<file path="config.mk">
export PLATFORM = sky130hd
export DESIGN_NAME = msat_queue
export DESIGN_NICKNAME = d
export VERILOG_FILES = /design/src/rtl/core/msat_queue.sv
export SDC_FILE = /design/constraint.sdc
export NUM_CORES = 1
export LEC_CHECK = 0
export BUFFER_PORTS_ARGS = -buffer_cell sky130_fd_sc_hd__buf_2
export CAP_MARGIN = 20
export CORE_UTILIZATION = 40
export CTS_CLUSTER_DIAMETER = 120
export DETAILED_ROUTE_END_ITERATION = 6
export PLACE_DENSITY = 0.59
export SYNTH_ARGS = -nofsm -noshare
export SYNTH_HDL_FRONTEND = slang
export SYNTH_SLANG_ARGS = --single-unit
</file>
<file path="constraint.sdc">
create_clock -name clock -period 3.8 [get_ports clock]
set_input_delay 0.19 -clock clock [delete_from_list [all_inputs] [get_ports clock]]
set_output_delay 0.19 -clock clock [all_outputs]
set_load 0.01 [all_outputs]
</file>
<file path="src/rtl/core/msat_queue.sv">
// Short flip-flop FIFO between the front and back ends.
// No dependencies.
module msat_queue #(
   parameter int WIDTH = 8,
   parameter int DEPTH = 4
) (
   input  logic                       clock,
   input  logic                       reset,
   input  logic                       push,
   input  logic [WIDTH-1:0]           push_data,
   input  logic                       pop,
   output logic [WIDTH-1:0]           pop_data,
   output logic                       full,
   output logic                       empty,
   output logic [$clog2(DEPTH+1)-1:0] level
);

   localparam int PtrBits   = $clog2(DEPTH);
   localparam int LevelBits = $clog2(DEPTH + 1);

   logic [WIDTH-1:0]     slot_ff [DEPTH];
   logic [PtrBits-1:0]   wr_ptr_ff, wr_ptr_in;
   logic [PtrBits-1:0]   rd_ptr_ff, rd_ptr_in;
   logic [LevelBits-1:0] level_ff, level_in;

   assign full     = (level_ff == LevelBits'(DEPTH));
   assign empty    = (level_ff == '0);
   assign level    = level_ff;
   assign pop_data = slot_ff[rd_ptr_ff];

   always_comb begin
      wr_ptr_in = wr_ptr_ff;
      rd_ptr_in = rd_ptr_ff;
      level_in  = level_ff;
      if (push) begin
         wr_ptr_in = (wr_ptr_ff == PtrBits'(DEPTH - 1)) ? '0 : wr_ptr_ff + PtrBits'(1);
      end
      if (pop) begin
         rd_ptr_in = (rd_ptr_ff == PtrBits'(DEPTH - 1)) ? '0 : rd_ptr_ff + PtrBits'(1);
      end
      if (push && !pop) begin
         level_in = level_ff + LevelBits'(1);
      end else if (pop && !push) begin
         level_in = level_ff - LevelBits'(1);
      end
   end

   always_ff @(posedge clock) begin
      if (reset) begin
         wr_ptr_ff <= '0;
         rd_ptr_ff <= '0;
         level_ff  <= '0;
      end else begin
         wr_ptr_ff <= wr_ptr_in;
         rd_ptr_ff <= rd_ptr_in;
         level_ff  <= level_in;
      end
   end

   always_ff @(posedge clock) begin
      if (push) begin
         slot_ff[wr_ptr_ff] <= push_data;
      end
   end

endmodule

</file>
==> key figures <==
Worst setup path
  • Critical Path Sink: pop_data[7]
  • Critical Path RT: 3.61 ns
  • R2r setup slk: 2.31 ns
  • Worst r2r dst: level[2]
  • R2R depth: 4
  • Worst setup EP type: output pin
  • CP Max Fanout: 8
  • CP Launch Type: register
  • Worst r2r src: level[0]
  • CP Class: register to output pin
  • Critical Path AT: 1.66 ns

Synthesis
  • Ys async rst share: 0%
  • Dominant synthesized flop cell: edfxtp_1
  • Ys Warns: 0
  • Post-synth EDFFs: 32
  • Most frequent cells after synthesis: edfxtp_1, dfxtp_1, mux4_2
  • Synth Register Bits: 41
  • Cell area after synthesis: 1598 sq um
  • Most frequent cell after synthesis: edfxtp_1
  • Post-synthesis sequential area ratio: 71.42%
  • Area leader, netlist: edfxtp_1
  • Synth Area in Compound Gates: 0.9397%
  • Largest family of logic cells by synthesized area: multiplexers
  • Xor/xnor share of the synthesized area: 1.096%
  • Cell count after synthesis: 86
  • Synth Area in Adders: 5.951%
  • Post-synthesis cell type count: 17
  • Post-synthesis mux area share: 13.78%
  • Top-area cell type share of the netlist area: 60.14%
  • Synth Area in Simple Gates: 4.855%
  • Mapped Nets: 105
  • Syn avg cell area: 18.58 sq um
  • Top cells by area, synth: edfxtp_1, dfxtp_1, mux4_2

Floorplanning
  • Initial core utilization: 42.68%
  • Die H: 65.20 um
  • IO Pins: 25
  • Site row count: 22
  • Die Wd: 65.20 um
  • Core Region: 3744 sq um
  • Die area: 4251 sq um

Power and ir drop
  • Sequential share of power: 55.0%
  • Internal power: 0.7567 mW
  • Clock network power share: 34.2%
  • PD cells: 516.1 nW/um^2
  • Switching power: 0.2074 mW
  • Leakage: 0.7011 nW
  • Max IR drop VDD: 0.2491 mV
  • Comb power frac: 10.8%
  • Sw frac: 21.51%
  • Total power: 0.9641 mW

Timing
  • Worst Max-Slew Pin Slew: 0.5260 ns
  • Final period utilization: 48.72%
  • RSZ-0062 raised after global routing: false
  • Count of final hold-check violations: 0
  • Slew headroom: 64.88%
  • Setup TNS: 0 ns
  • Slew Limit Fails: 0
  • Fin crit period: 1.851 ns
  • Final hold slack: 0.1198 ns
  • Final setup violation count: 0
  • Skew final: 0.003737 ns
  • Max Fclk: 540.2 MHz

Clock network
  • CTS clk-pin slew, worst paths: 0.07 ns
  • Resize count post-CTS: 0
  • CTS root buf: clkbuf_8
  • Clock net sink count: 41
  • Hold buffer count at CTS: 0
  • Postcts setup bufs: 0
  • Clock Latency Late Sink: 0.29 ns
  • CTS tree: yes
  • Max Root-Sink Buffers: 2
  • H-tree depth: 2
  • CTS buffer count: 5

Global route
  • First-pass GRT wire length: 3767 um
  • Initial antenna violation count: 0
  • Vias in the first global route: 796
  • GRT overflow: 0
  • Largest net degree at the start of global routing: 13
  • Total track usage: 12.81%

Worst hold path
  • HP Class: input pin to register

Cells and area
  • # diodes: 0
  • Nets: 134
  • Final instance area: 1868 sq um
  • Layout overhead on the synthesized area: 16.91%
  • Fraction of layout cells with a size suffix above 1: 32.76%

Drt
  • Avg WL per Cell: 14.01 um
  • DRT antenna net count: 0
  • 1st-pass router iterations: 4
  • Drt total wl: 2297 um
  • Via count: 779
  • # DRC: 0
  • Drt via density: 4.750
  • Drt first-iter violations: 38

Place
  • I/O Buffers: 24
  • GPL Wtd Cong: 0.6855
  • Detail Placement HPWL: 1610 um
  • Placed instance area: 1762 sq um

Flow run
  • Max Cap Viol: 0

Status
  • Status: finished, final reports clean
-- power groups by stage --
stage,combinational (mW),sequential [mW],clock [mW]
final,0.104,0.530,0.330
after global routing,0.117,0.534,0.360
after CTS,0.107,0.531,0.339
after detailed placement,0.106,0.541,0
after global placement,0.105,0.539,0
after floorplan,0.0699,0.534,0
-- metal layers --
| metal | part of all wire (%) | GRT usage [%] |
|---|---|---|
| met1 | 40 | 13.11 |
| met2 | 51 | 21.91 |
| met3 | 5.9 | 5.208 |
| met4 | 2.6 | 7.337 |
| met5 | 0 | 0 |
-- worst min-delay path by stage --
| stage | startpoint | cells after the start | slack, ns | end |
|---|---|---|---|---|
| 3_3_place_gp | push_data[6] | 1 | 0.40 | slot_ff[1][6] |
| 2_1_floorplan | reset | 1 | 0.26 | level[2] |
| 3_5_place_dp | push_data[6] | 1 | 0.42 | slot_ff[3][6] |
| 4_1_cts | push_data[3] | 1 | 0.11 | slot_ff[2][3] |
| 5_1_grt | push_data[3] | 1 | 0.10 | slot_ff[2][3] |
| 6_report | push_data[1] | 1 | 0.12 | slot_ff[3][1] |
-- critical path, cell delays in order (launching register included) --
cell     delay, ns
dfxtp_1       0.65
mux4_2        0.57
buf_2         0.15
-- cells in the final DEF (no fill, tap or decap), drive strengths merged, types with 2 or more instances in the layout --
master / count
edfxtp: 32
buf: 24
dfxtp: 9
mux4: 8
nor2: 7
ha: 6
clkbuf: 6
inv: 4
and2: 4
mux2i: 4
nor3b: 2
xor2: 2
a21oi: 2
-- kinds of logic after synthesis --
kind of cell,after synthesis
fa+ha+maj,7
buf+inv,6
flops,41
simple gates,15
mux,12
compound gates,3
xor+xnor,2
-- sequential cells by signal, indices dropped and copies added, names as in the netlist, named ones only --
name / cells
level: 3
rd_ptr_ff: 2
wr_ptr_ff: 2
slot_ff: 32
-- final cells by class --
class | instances | area, sq um
clock buffers | 6 | 72.57
clock inverters | 2 | 33.78
fillers | 334 | 1876
inverters | 4 | 15.01
multi-input cells | 39 | 425.4
flip-flops and latches | 41 | 1141
well taps | 48 | 60.06
repair buffers | 24 | 120.1
-- metrics by stage --
stage | std cells | utilization, % | worst slack [ns]
floorplan | 86 | - | 2.348
global placement | 156 | 47.06 | 2.156
detailed placement | 156 | 47.06 | 2.107
CTS | 164 | 49.90 | 1.860
global route | 164 | 49.90 | 1.779
finish | 164 | 49.90 | 1.949
Power figures use the tool's default switching activity.
