[src/rtl/core/msat_pkg.sv]
// Package for the masked summed-area table unit.
// Holds the channel word types, shared widths, register codes and saturating adders.
// No dependencies.
package msat_pkg;

   localparam int VALUE_WIDTH    = 32;
   localparam int SUM_BITS       = 64;
   localparam int COUNT_BITS     = 25;
   localparam int SIZE_BITS      = 13;
   localparam int QUEUE_DEPTH    = 4;
   localparam int CSR_ADDR_BITS  = 3;
   localparam int CSR_DATA_BITS  = 32;

   localparam logic [COUNT_BITS-1:0] COUNT_MAX      = '1;
   localparam logic [SIZE_BITS-1:0]  GRID_DIM_RESET = 13'd4096;

   // Register index, taken from the word address of the configuration port.
   typedef enum logic {
      REG_GRID_DIM = 1'b0
   } csr_index_type;

   typedef struct packed {
      logic [VALUE_WIDTH-1:0] observed_value;
      logic [VALUE_WIDTH-1:0] expected_value;
      logic                   row_is_bad;
      logic                   col_is_bad;
   } req_type;

   typedef struct packed {
      logic [SUM_BITS-1:0]   observed_sum;
      logic [SUM_BITS-1:0]   expected_sum;
      logic [COUNT_BITS-1:0] good_count;
      logic                  end_of_row;
   } rsp_type;

   // Work handed from the front end to the back end for one cell.
   typedef struct packed {
      logic                  has_above;
      logic                  end_of_row;
      logic [SUM_BITS-1:0]   row_observed;
      logic [SUM_BITS-1:0]   row_expected;
      logic [COUNT_BITS-1:0] row_count;
   } row_sums_type;

   function automatic logic [SUM_BITS-1:0] sat_add_sum(input logic [SUM_BITS-1:0] a,
                                                       input logic [SUM_BITS-1:0] b);
      logic [SUM_BITS:0] s;
      s = {1'b0, a} + {1'b0, b};
      return s[SUM_BITS] ? {SUM_BITS{1'b1}} : s[SUM_BITS-1:0];
   endfunction

   function automatic logic [COUNT_BITS-1:0] sat_add_count(input logic [COUNT_BITS-1:0] a,
                                                           input logic [COUNT_BITS-1:0] b);
      logic [COUNT_BITS:0] s;
      s = {1'b0, a} + {1'b0, b};
      return s[COUNT_BITS] ? COUNT_MAX : s[COUNT_BITS-1:0];
   endfunction

endpackage

[src/rtl/core/msat_front.sv]
// Front end of the masked summed-area table unit: tracks the cell position,
// decides whether a cell counts and keeps the running row sums. Uses msat_pkg.
module msat_front #(
   parameter int MAX_SIZE = 4096
) (
   input  logic                           clock,
   input  logic                           reset,
   input  logic                           restart,
   input  logic [$clog2(MAX_SIZE+1)-1:0]  size,
   input  logic                           req_valid,
   input  msat_pkg::req_type              req_data,
   input  logic                           q_full,
   output logic                           push,
   output logic [$clog2(MAX_SIZE)-1:0]    push_col,
   output msat_pkg::row_sums_type         push_sums
);

   localparam int IdxBits  = $clog2(MAX_SIZE);
   localparam int SizeBits = $clog2(MAX_SIZE + 1);

   logic [IdxBits-1:0]              col_ff, col_in;
   logic [IdxBits-1:0]              row_ff, row_in;
   logic [msat_pkg::SUM_BITS-1:0]   obs_acc_ff, obs_acc_in;
   logic [msat_pkg::SUM_BITS-1:0]   exp_acc_ff, exp_acc_in;
   logic [msat_pkg::COUNT_BITS-1:0] cnt_acc_ff, cnt_acc_in;

   logic                            counted;
   logic                            last_col;
   logic                            last_row;
   logic [msat_pkg::SUM_BITS-1:0]   obs_new;
   logic [msat_pkg::SUM_BITS-1:0]   exp_new;
   logic [msat_pkg::COUNT_BITS-1:0] cnt_new;

   assign push = req_valid && !q_full;

   always_comb begin
      // Only cells strictly above the diagonal with good row and column count.
      counted  = (col_ff > row_ff) && !req_data.row_is_bad && !req_data.col_is_bad;
      last_col = (SizeBits'(col_ff) + SizeBits'(1)) == size;
      last_row = (SizeBits'(row_ff) + SizeBits'(1)) == size;

      obs_new = obs_acc_ff;
      exp_new = exp_acc_ff;
      cnt_new = cnt_acc_ff;
      if (counted) begin
         obs_new = msat_pkg::sat_add_sum(obs_acc_ff,
                                         msat_pkg::SUM_BITS'(req_data.observed_value));
         exp_new = msat_pkg::sat_add_sum(exp_acc_ff,
                                         msat_pkg::SUM_BITS'(req_data.expected_value));
         cnt_new = msat_pkg::sat_add_count(cnt_acc_ff, msat_pkg::COUNT_BITS'(1));
      end

      push_col               = col_ff;
      push_sums.has_above    = (row_ff != '0);
      push_sums.end_of_row   = last_col;
      push_sums.row_observed = obs_new;
      push_sums.row_expected = exp_new;
      push_sums.row_count    = cnt_new;

      col_in     = col_ff;
      row_in     = row_ff;
      obs_acc_in = obs_acc_ff;
      exp_acc_in = exp_acc_ff;
      cnt_acc_in = cnt_acc_ff;
      if (restart) begin
         col_in     = '0;
         row_in     = '0;
         obs_acc_in = '0;
         exp_acc_in = '0;
         cnt_acc_in = '0;
      end else if (push) begin
         if (last_col) begin
            col_in     = '0;
            row_in     = last_row ? '0 : row_ff + IdxBits'(1);
            obs_acc_in = '0;
            exp_acc_in = '0;
            cnt_acc_in = '0;
         end else begin
            col_in     = col_ff + IdxBits'(1);
            obs_acc_in = obs_new;
            exp_acc_in = exp_new;
            cnt_acc_in = cnt_new;
         end
      end
   end

   always_ff @(posedge clock) begin
      if (reset) begin
         col_ff     <= '0;
         row_ff     <= '0;
         obs_acc_ff <= '0;
         exp_acc_ff <= '0;
         cnt_acc_ff <= '0;
      end else begin
         col_ff     <= col_in;
         row_ff     <= row_in;
         obs_acc_ff <= obs_acc_in;
         exp_acc_ff <= exp_acc_in;
         cnt_acc_ff <= cnt_acc_in;
      end
   end

endmodule

[config.mk]
export PLATFORM = sky130hd
export DESIGN_NAME = msat_front
export DESIGN_NICKNAME = d
export VERILOG_FILES = /design/src/rtl/core/msat_pkg.sv /design/src/rtl/core/msat_front.sv
export SDC_FILE = /design/constraint.sdc
export NUM_CORES = 1
export LEC_CHECK = 0
export BUFFER_PORTS_ARGS = -buffer_cell sky130_fd_sc_hd__buf_4
export CAP_MARGIN = 20
export CORE_AREA = 5 5 164 181
export DETAILED_ROUTE_END_ITERATION = 12
export DIE_AREA = 0 0 169 186
export PLACE_DENSITY = 0.77
export SLEW_MARGIN = 20
export SYNTH_ARGS = -nofsm -noshare
export SYNTH_HDL_FRONTEND = slang
export SYNTH_SLANG_ARGS = --single-unit
[constraint.sdc]
create_clock -name clock -period 4.5 [get_ports clock]
set_input_delay 0 -clock clock [delete_from_list [all_inputs] [get_ports clock]]
set_output_delay 0 -clock clock [all_outputs]
set_load 0.05 [all_outputs]
==> flow_summary.toml, run 1 <==
[cells_and_area]
final.fill_count = 2495
fin_area_um2 = 17720
fin_util_pct = 64.15
drive_gt1_share_pct = 16.17
final_cells = 2615
syn_to_final_growth_pct = 18.82
nets = 2404

[route]
drt_pre_antenna_iters = 6
route.met3.wl_mm = 4.594
met2_length_mm = 23.14
avgRoutedWirePerCell_um = 19.37
drt-total-wl_mm = 50.66
ant_nets = 0
top_layer = "met4"
via_count = 16670
vias_per_cell = 6.374
drt-met1-wl_mm = 21.04
drtIter0Drc = 1642
drc = 0

[sta]
setup_ws_ns = 0.2311
fin_skew_ns = 0.01105
max_slew_margin_pct = 27.15
max_freq_mhz = 234.3
tightest_slew_ns = 1.090
drv_slew = 0
setup_viol = 0
hold_viol_final = 0
hold_slack_ns = 0.01758
period_minus_slack_ns = 4.269
rsz0062_at_grt = "false"
setup_tns_ns = 0
period_share_pct = 94.86

[global_routing]
grt_max_degree = 108
antenna_found_initial = 1
grt_pass1_vias = 15540
grt.overflow.total = 0
gr-usage-all-layers_pct = 30.78
grt_pass1_wl_mm = 79.74

[floorplanning]
initial_core_util_pct = 53.99
die_w_um = 169
die_h_um = 186
die-area_um2 = 31430
rows = 64
io_pins = 252
coreArea_um2 = 27630

[clock_tree]
cts_buffers = 17
cts.path.max_buffers = 2
cts.sinks = 177
cts_tree = "built"
postCtsSetupBuffers = 0
path_clk_slew_ns = 0.07
htreeDepth = 4
root_buffer = "clkbuf_16"
clock_latency_ns = 0.45

[synthesis]
synth_edf_count = 0
synthDistinctLibCells = 86
yosysWarnings = 0
yosys_most_used_dff = "dfxtp_1"
avgSynthCellArea_um2 = 7.265
ys_seq_elements = 177
synth_fp_nets = 2219
async_reset_ff_share_pct = 0
netlist_instances = 2053
syn_area_um2 = 14920
seq_area_frac_synth_pct = 23.76

[placement]
port_buffers = 251
dpl.cell_count = 2580
place_area_um2 = 17080
gp_congestion = 0.9866
pre_cts_slack_ns = 0.3571
dp_hpwl_mm = 37.66

[worst_setup_path]
worstPathRequired_ns = 4.88
crit_arrival_ns = 4.65
path_class = "flop to flop"
worst_setup_path_end_kind = "flop"
critPathLaunchType = "flop"
path_max_fanout = 31

[power]
power_mw = 3.552
p_leak_nw = 7.572
power_density_nw_per_um2 = 200.4
ir_drop_mv = 0.2495

[run]
maxCapViolCount = 0

[min_path]
hold_path.class = "input pin to flop"

[status]
status = "finished clean"
## worst max-delay path, cell delays in order (launching register included)
cell and delay, ns:
dfxtp_1 0.50, ha_1 0.37, and4_1 0.39, and3_1 0.29, mux2_1 0.34, a31oi_1 0.37, a2111oi_4 0.14, or3_2 0.83
nor2_1 0.65, o21ai_0 0.16, a21oi_1 0.13
## worst paths after layout
kind | from | to | cells after the start | slack, ns
worst max-delay path | push_col[1] | cnt_acc_ff[2] | 10 | 0.23
worst min-delay path | req_data[3] | exp_acc_ff[1] | 4 | 0.02
worst max register to register | push_col[1] | cnt_acc_ff[2] | 10 | 0.23
worst min register to register | exp_acc_ff[2] | exp_acc_ff[2] | 2 | 0.47
## synthesized netlist by cell type (5+ instances only)
| cell | n | area [µm²] |
|---|---|---|
| mux2i_1 | 8 | 80.08 |
| inv_1 | 50 | 187.7 |
| nor3b_1 | 6 | 45.04 |
| nand2_1 | 257 | 964.7 |
| a31oi_1 | 50 | 312.8 |
| a21boi_0 | 5 | 37.54 |
| buf_1 | 11 | 41.29 |
| buf_2 | 15 | 75.07 |
| nor4_1 | 18 | 112.6 |
| a21o_1 | 34 | 255.2 |
| o211ai_1 | 16 | 120.1 |
| and4_1 | 20 | 175.2 |
| a311oi_1 | 5 | 43.79 |
| xnor2_1 | 85 | 744.5 |
| o21ai_0 | 143 | 715.7 |
| o21ai_1 | 14 | 70.07 |
| nand3_1 | 76 | 380.4 |
| a2111oi_0 | 5 | 43.79 |
| nor3_1 | 38 | 190.2 |
| nor2_1 | 189 | 709.4 |
| or2_2 | 7 | 43.79 |
| nor2b_1 | 11 | 68.82 |
| nand4_1 | 62 | 387.9 |
| xor2_1 | 61 | 534.3 |
| o22ai_1 | 6 | 37.54 |
| o21a_1 | 25 | 187.7 |
| and3_1 | 33 | 206.5 |
| and2_1 | 19 | 118.9 |
| o22a_1 | 18 | 157.7 |
| ha_1 | 80 | 1001 |
| a211oi_1 | 14 | 105.1 |
| nand2b_1 | 17 | 106.4 |
| o31ai_1 | 13 | 97.59 |
| nand3b_1 | 5 | 37.54 |
| mux2_2 | 15 | 168.9 |
| a22o_1 | 58 | 508.0 |
| o221ai_1 | 9 | 78.83 |
| clkbuf_1 | 93 | 349.1 |
| a41oi_1 | 5 | 43.79 |
| a21oi_1 | 174 | 870.8 |
| o21bai_1 | 15 | 112.6 |
| dfxtp_1 | 177 | 3543 |
| or3_1 | 17 | 106.4 |
## per-layer routing
metal  up-vias  track usage, %
met3       140           6.096
met1      7770           40.38
li1       7926               -
met4         0           12.21
met2       832           50.04
met5         -               0
## report_power, final
part	internal [mW]	leakage, nW	switching (mW)	total, mW
Sequential	1.57	1.42	0.00166	1.57
Combinational	0.152	5.85	0.256	0.408
Clock	0.893	0.297	0.683	1.58
Total	2.61	7.57	0.940	3.55
## logic make-up (layout without fill, tap and decap cells)
family | count (synthesis) | after routing | share of synthesized area [%]
adders and majority gates | 82 | 82 | 6.979
buffers and inverters | 172 | 370 | 4.538
other | 0 | 1 | 0
and+or+nand+nor | 798 | 798 | 25.95
AOI/OAI and AO/OA | 654 | 654 | 28.46
DFF | 177 | 177 | 23.76
muxes | 24 | 24 | 1.745
xor gates and xnor gates | 146 | 146 | 8.573
## cell usage in the layout (no fill, tap or decap), types with 14 or more instances in the layout
master	synthesis	final
dfxtp_1	177	177
a211oi_1	14	14
nand4_1	62	62
clkbuf_16	0	17
buf_4	1	284
a21oi_1	174	173
mux2_2	15	15
nand3_1	76	76
nor3_1	38	38
o21bai_1	15	15
nor4_1	18	18
and2_1	19	19
o21a_1	25	25
or3_1	17	16
nor2_1	189	188
inv_1	50	50
o211ai_1	16	16
o21ai_0	143	142
nand2_1	257	256
a22o_1	58	58
a21o_1	34	34
ha_1	80	80
and4_1	20	20
a31oi_1	50	50
and3_1	33	33
xnor2_1	85	85
nand2b_1	17	17
xor2_1	61	61
o21ai_1	14	15
o22a_1	18	18
## area by class of cell
class	instances	area [µm²]	share of cell area, %
diodes	1	2.502	0.01412
multi-input cells	1704	10740	60.60
repair buffers	288	2192	12.37
clock buffers	24	501.7	2.831
clock inverters	8	100.1	0.5648
well taps	363	454.2	2.563
flip-flops and latches	177	3543	19.99
inverters	50	187.7	1.059
## sequential cells by signal, indices dropped and copies added, names as in the netlist
signal and count:
obs_acc_ff 64, cnt_acc_ff 25, exp_acc_ff 64, row_ff 12, push_col 12
## timing repair
item                       CTS  global route
hold endpoints to repair     2             0
setup endpoints to repair    0            14
hold buffers                 2             0
resized for setup            0             3
No activity file was read; power rests on OpenSTA's default activity.
==> run 2, diff against run 1 <==
- ABC_AREA: unset -> 1
- CORE_AREA: 5 5 164 181 -> 5 5 179 199
- DIE_AREA: 0 0 169 186 -> 0 0 184 204
- PLACE_DENSITY: 0.77 -> 0.76
==> flow_summary.toml, run 2 <==
[route]
vias_per_cell = 5.455
drtIter0Drc = 2123
avgRoutedWirePerCell_um = 15.54
ant_nets = 0
drt-total-wl_mm = 62.29
drt_pre_antenna_iters = 6
drc = 0
via_count = 21860

[sta]
setup_tns_ns = 0
fin_skew_ns = 0.01669
hold_viol_final = 0
tightest_slew_ns = 1.034
rsz0062_at_grt = "false"
period_share_pct = 86.63
max_freq_mhz = 256.5
setup_viol = 0
period_minus_slack_ns = 3.898
drv_slew = 0
max_slew_margin_pct = 30.87

[worst_setup_path]
crit_arrival_ns = 3.90
ff2ff_path_depth = 14
r2r_end = "obs_acc_ff[47]"
r2r_start = "obs_acc_ff[0]"
worst_setup_path_end_kind = "primary output"
worstPathRequired_ns = 4.50
path_class = "flop to primary output"
r2r_slack_ns = 1.02
critPathLaunchType = "flop"
path_max_fanout = 22

[min_path]
worstHoldPathCells = 4
hold_path.class = "input pin to flop"
min_to = "push_col[9]"
min_from = "q_full"

[floorplanning]
die-area_um2 = 37540
io_pins = 252
coreArea_um2 = 33580
rows = 71
initial_core_util_pct = 53.84
die_w_um = 184
die_h_um = 204

[global_routing]
grt.overflow.total = 0
grt_pass1_vias = 20240
antenna_found_initial = 0
gr-usage-all-layers_pct = 31.82
grt_pass1_wl_mm = 99.06
grt_max_degree = 131

[synthesis]
ys_top_cells_by_count = "1334 x nand2_1, 489 x inv_1, 308 x nand3_1, 266 x nor2_1, 240 x a21oi_1"
yosys.area.top_type = "nand2_1"
seq_area_frac_synth_pct = 19.60
async_reset_ff_share_pct = 0
yosys_most_used_dff = "dfxtp_1"
syn_area_um2 = 18080
synth_edf_count = 0
synth_fp_nets = 3536
synth_area_leaders = "nand2_1 28%, dfxtp_1 20%, inv_1 10%, nand3_1 8.5%, a21oi_1 6.6%"
synth.most_common_cell = "nand2_1"
yosysWarnings = 0
ys_seq_elements = 177
avgSynthCellArea_um2 = 5.365
synthDominantCellAreaShare_pct = 27.70
netlist_instances = 3370
synthDistinctLibCells = 38

[cells_and_area]
mostFrequentLayoutCell = "nand2_1"
nets = 3723
fin_util_pct = 61.89
mostFrequentLayoutCells = "1334 x nand2_1, 488 x inv_1, 308 x nand3_1, 266 x nor2_1, 258 x buf_4"
reg.largest.list = "exp_acc_ff x64, obs_acc_ff x64, cnt_acc_ff x25"
antennaDiodeCount = 0
syn_to_final_growth_pct = 14.96
final_cells = 4007
final.fill_count = 3403
drive_gt1_share_pct = 10.59

[clock_tree]
root_buffer = "clkbuf_16"
postCtsSetupBuffers = 0
cts_tree = "built"
htreeDepth = 4
cts_buffers = 17
clock_latency_ns = 0.46
cts.path.max_buffers = 2
cts.sinks = 177
path_clk_slew_ns = 0.08

[placement]
port_buffers = 251
gp_congestion = 0.9805
dpl.cell_count = 3973
dp_hpwl_mm = 48.72

[status]
status = "finished clean"

[power]
clkPwrFrac_pct = 44.0
switching_share_pct = 28.55
p_sw_mw = 1.019
power_density_nw_per_um2 = 171.8
power_mw = 3.571
ir_drop_mv = 0.2686
internal-power_mw = 2.552
p_leak_nw = 10.30
p_comb_share_pct = 12.1
seqPwrFrac_pct = 43.9

[run]
maxCapViolCount = 0
[run 2: worst max path at each step]
| stage | start | endpoint | slack, ns | cells past startpoint |
|---|---|---|---|---|
| 5_1_grt | row_ff[9] | push_sums[145] | 0.28 | 13 |
| 4_1_cts | exp_acc_ff[0] | push_sums[74] | 0.55 | 13 |
| 2_1_floorplan | push_col[7] | cnt_acc_ff[24] | 0.99 | 12 |
| 3_5_place_dp | exp_acc_ff[0] | exp_acc_ff[49] | 1.01 | 14 |
| 3_3_place_gp | row_ff[9] | exp_acc_ff[49] | 1.06 | 14 |
| 6_report | obs_acc_ff[0] | push_sums[136] | 0.60 | 13 |
[run 2: critical path, stage by stage, from the launching register on]
cell and delay, ns:
dfxtp_1 0.35, ha_1 0.23, fa_1 0.24, nand3_1 0.09, nand3_1 0.13, nand2_1 0.07, nand2_1 0.22, nand2_1 0.08
nand2_1 0.12, nand2_1 0.07, nand2_1 0.21, nand4_1 0.84, nand3_1 0.51, buf_4 0.26
[run 2: power groups by stage]
stage	registers, mW	logic [mW]	clock network [mW]
floorplan	1.61	0.280	0
global placement	1.60	0.421	0
detailed placement	1.60	0.425	0
CTS	1.57	0.428	1.61
global route	1.57	0.470	1.66
finish	1.57	0.432	1.57
[run 2: metal layers]
layer / up-vias / GRT usage [%] / part of all wire [%]
li1: 10920 / - / -
met2: 963 / 52.67 / 46
met5: - / 0 / 0
met3: 156 / 6.230 / 9.0
met4: 0 / 12.78 / 4.0
met1: 9817 / 40.63 / 41
[run 2: metrics by stage]
stage	worst slack, ns	hold slack (ns)	cell area, µm²
global route	0.2788	0.06993	20780
finish	0.6018	0.06792	20780
floorplan	0.9877	0.1672	18080
CTS	0.5468	0.01267	20770
global placement	1.063	0.3359	20160
detailed placement	1.005	0.3320	20160
[run 2: cell type report]
class	instances	area [µm²]	area share [%]
well taps	438	548.0	2.637
clock inverters	13	151.4	0.7285
inverters	509	1923	9.253
clock buffers	18	439.2	2.113
flip-flops and latches	177	3543	17.05
multi-input cells	2589	12170	58.54
repair buffers	263	2012	9.681
[run 2: kinds of logic after synthesis]
| logic type | share of synthesized area, % |
|---|---|
| AND/OR/NAND/NOR | 49.88 |
| buffers and inverters | 13.11 |
| AO/OA/AOI/OAI | 8.942 |
| flip-flops | 19.60 |
| adder cells (fa/ha/maj) | 5.758 |
| XOR/XNOR | 2.713 |
[run 2: what timing repair did]
action	CTS	global route
hold buffers	2	0
hold endpoints to repair	2	0
gates resized for setup	0	0
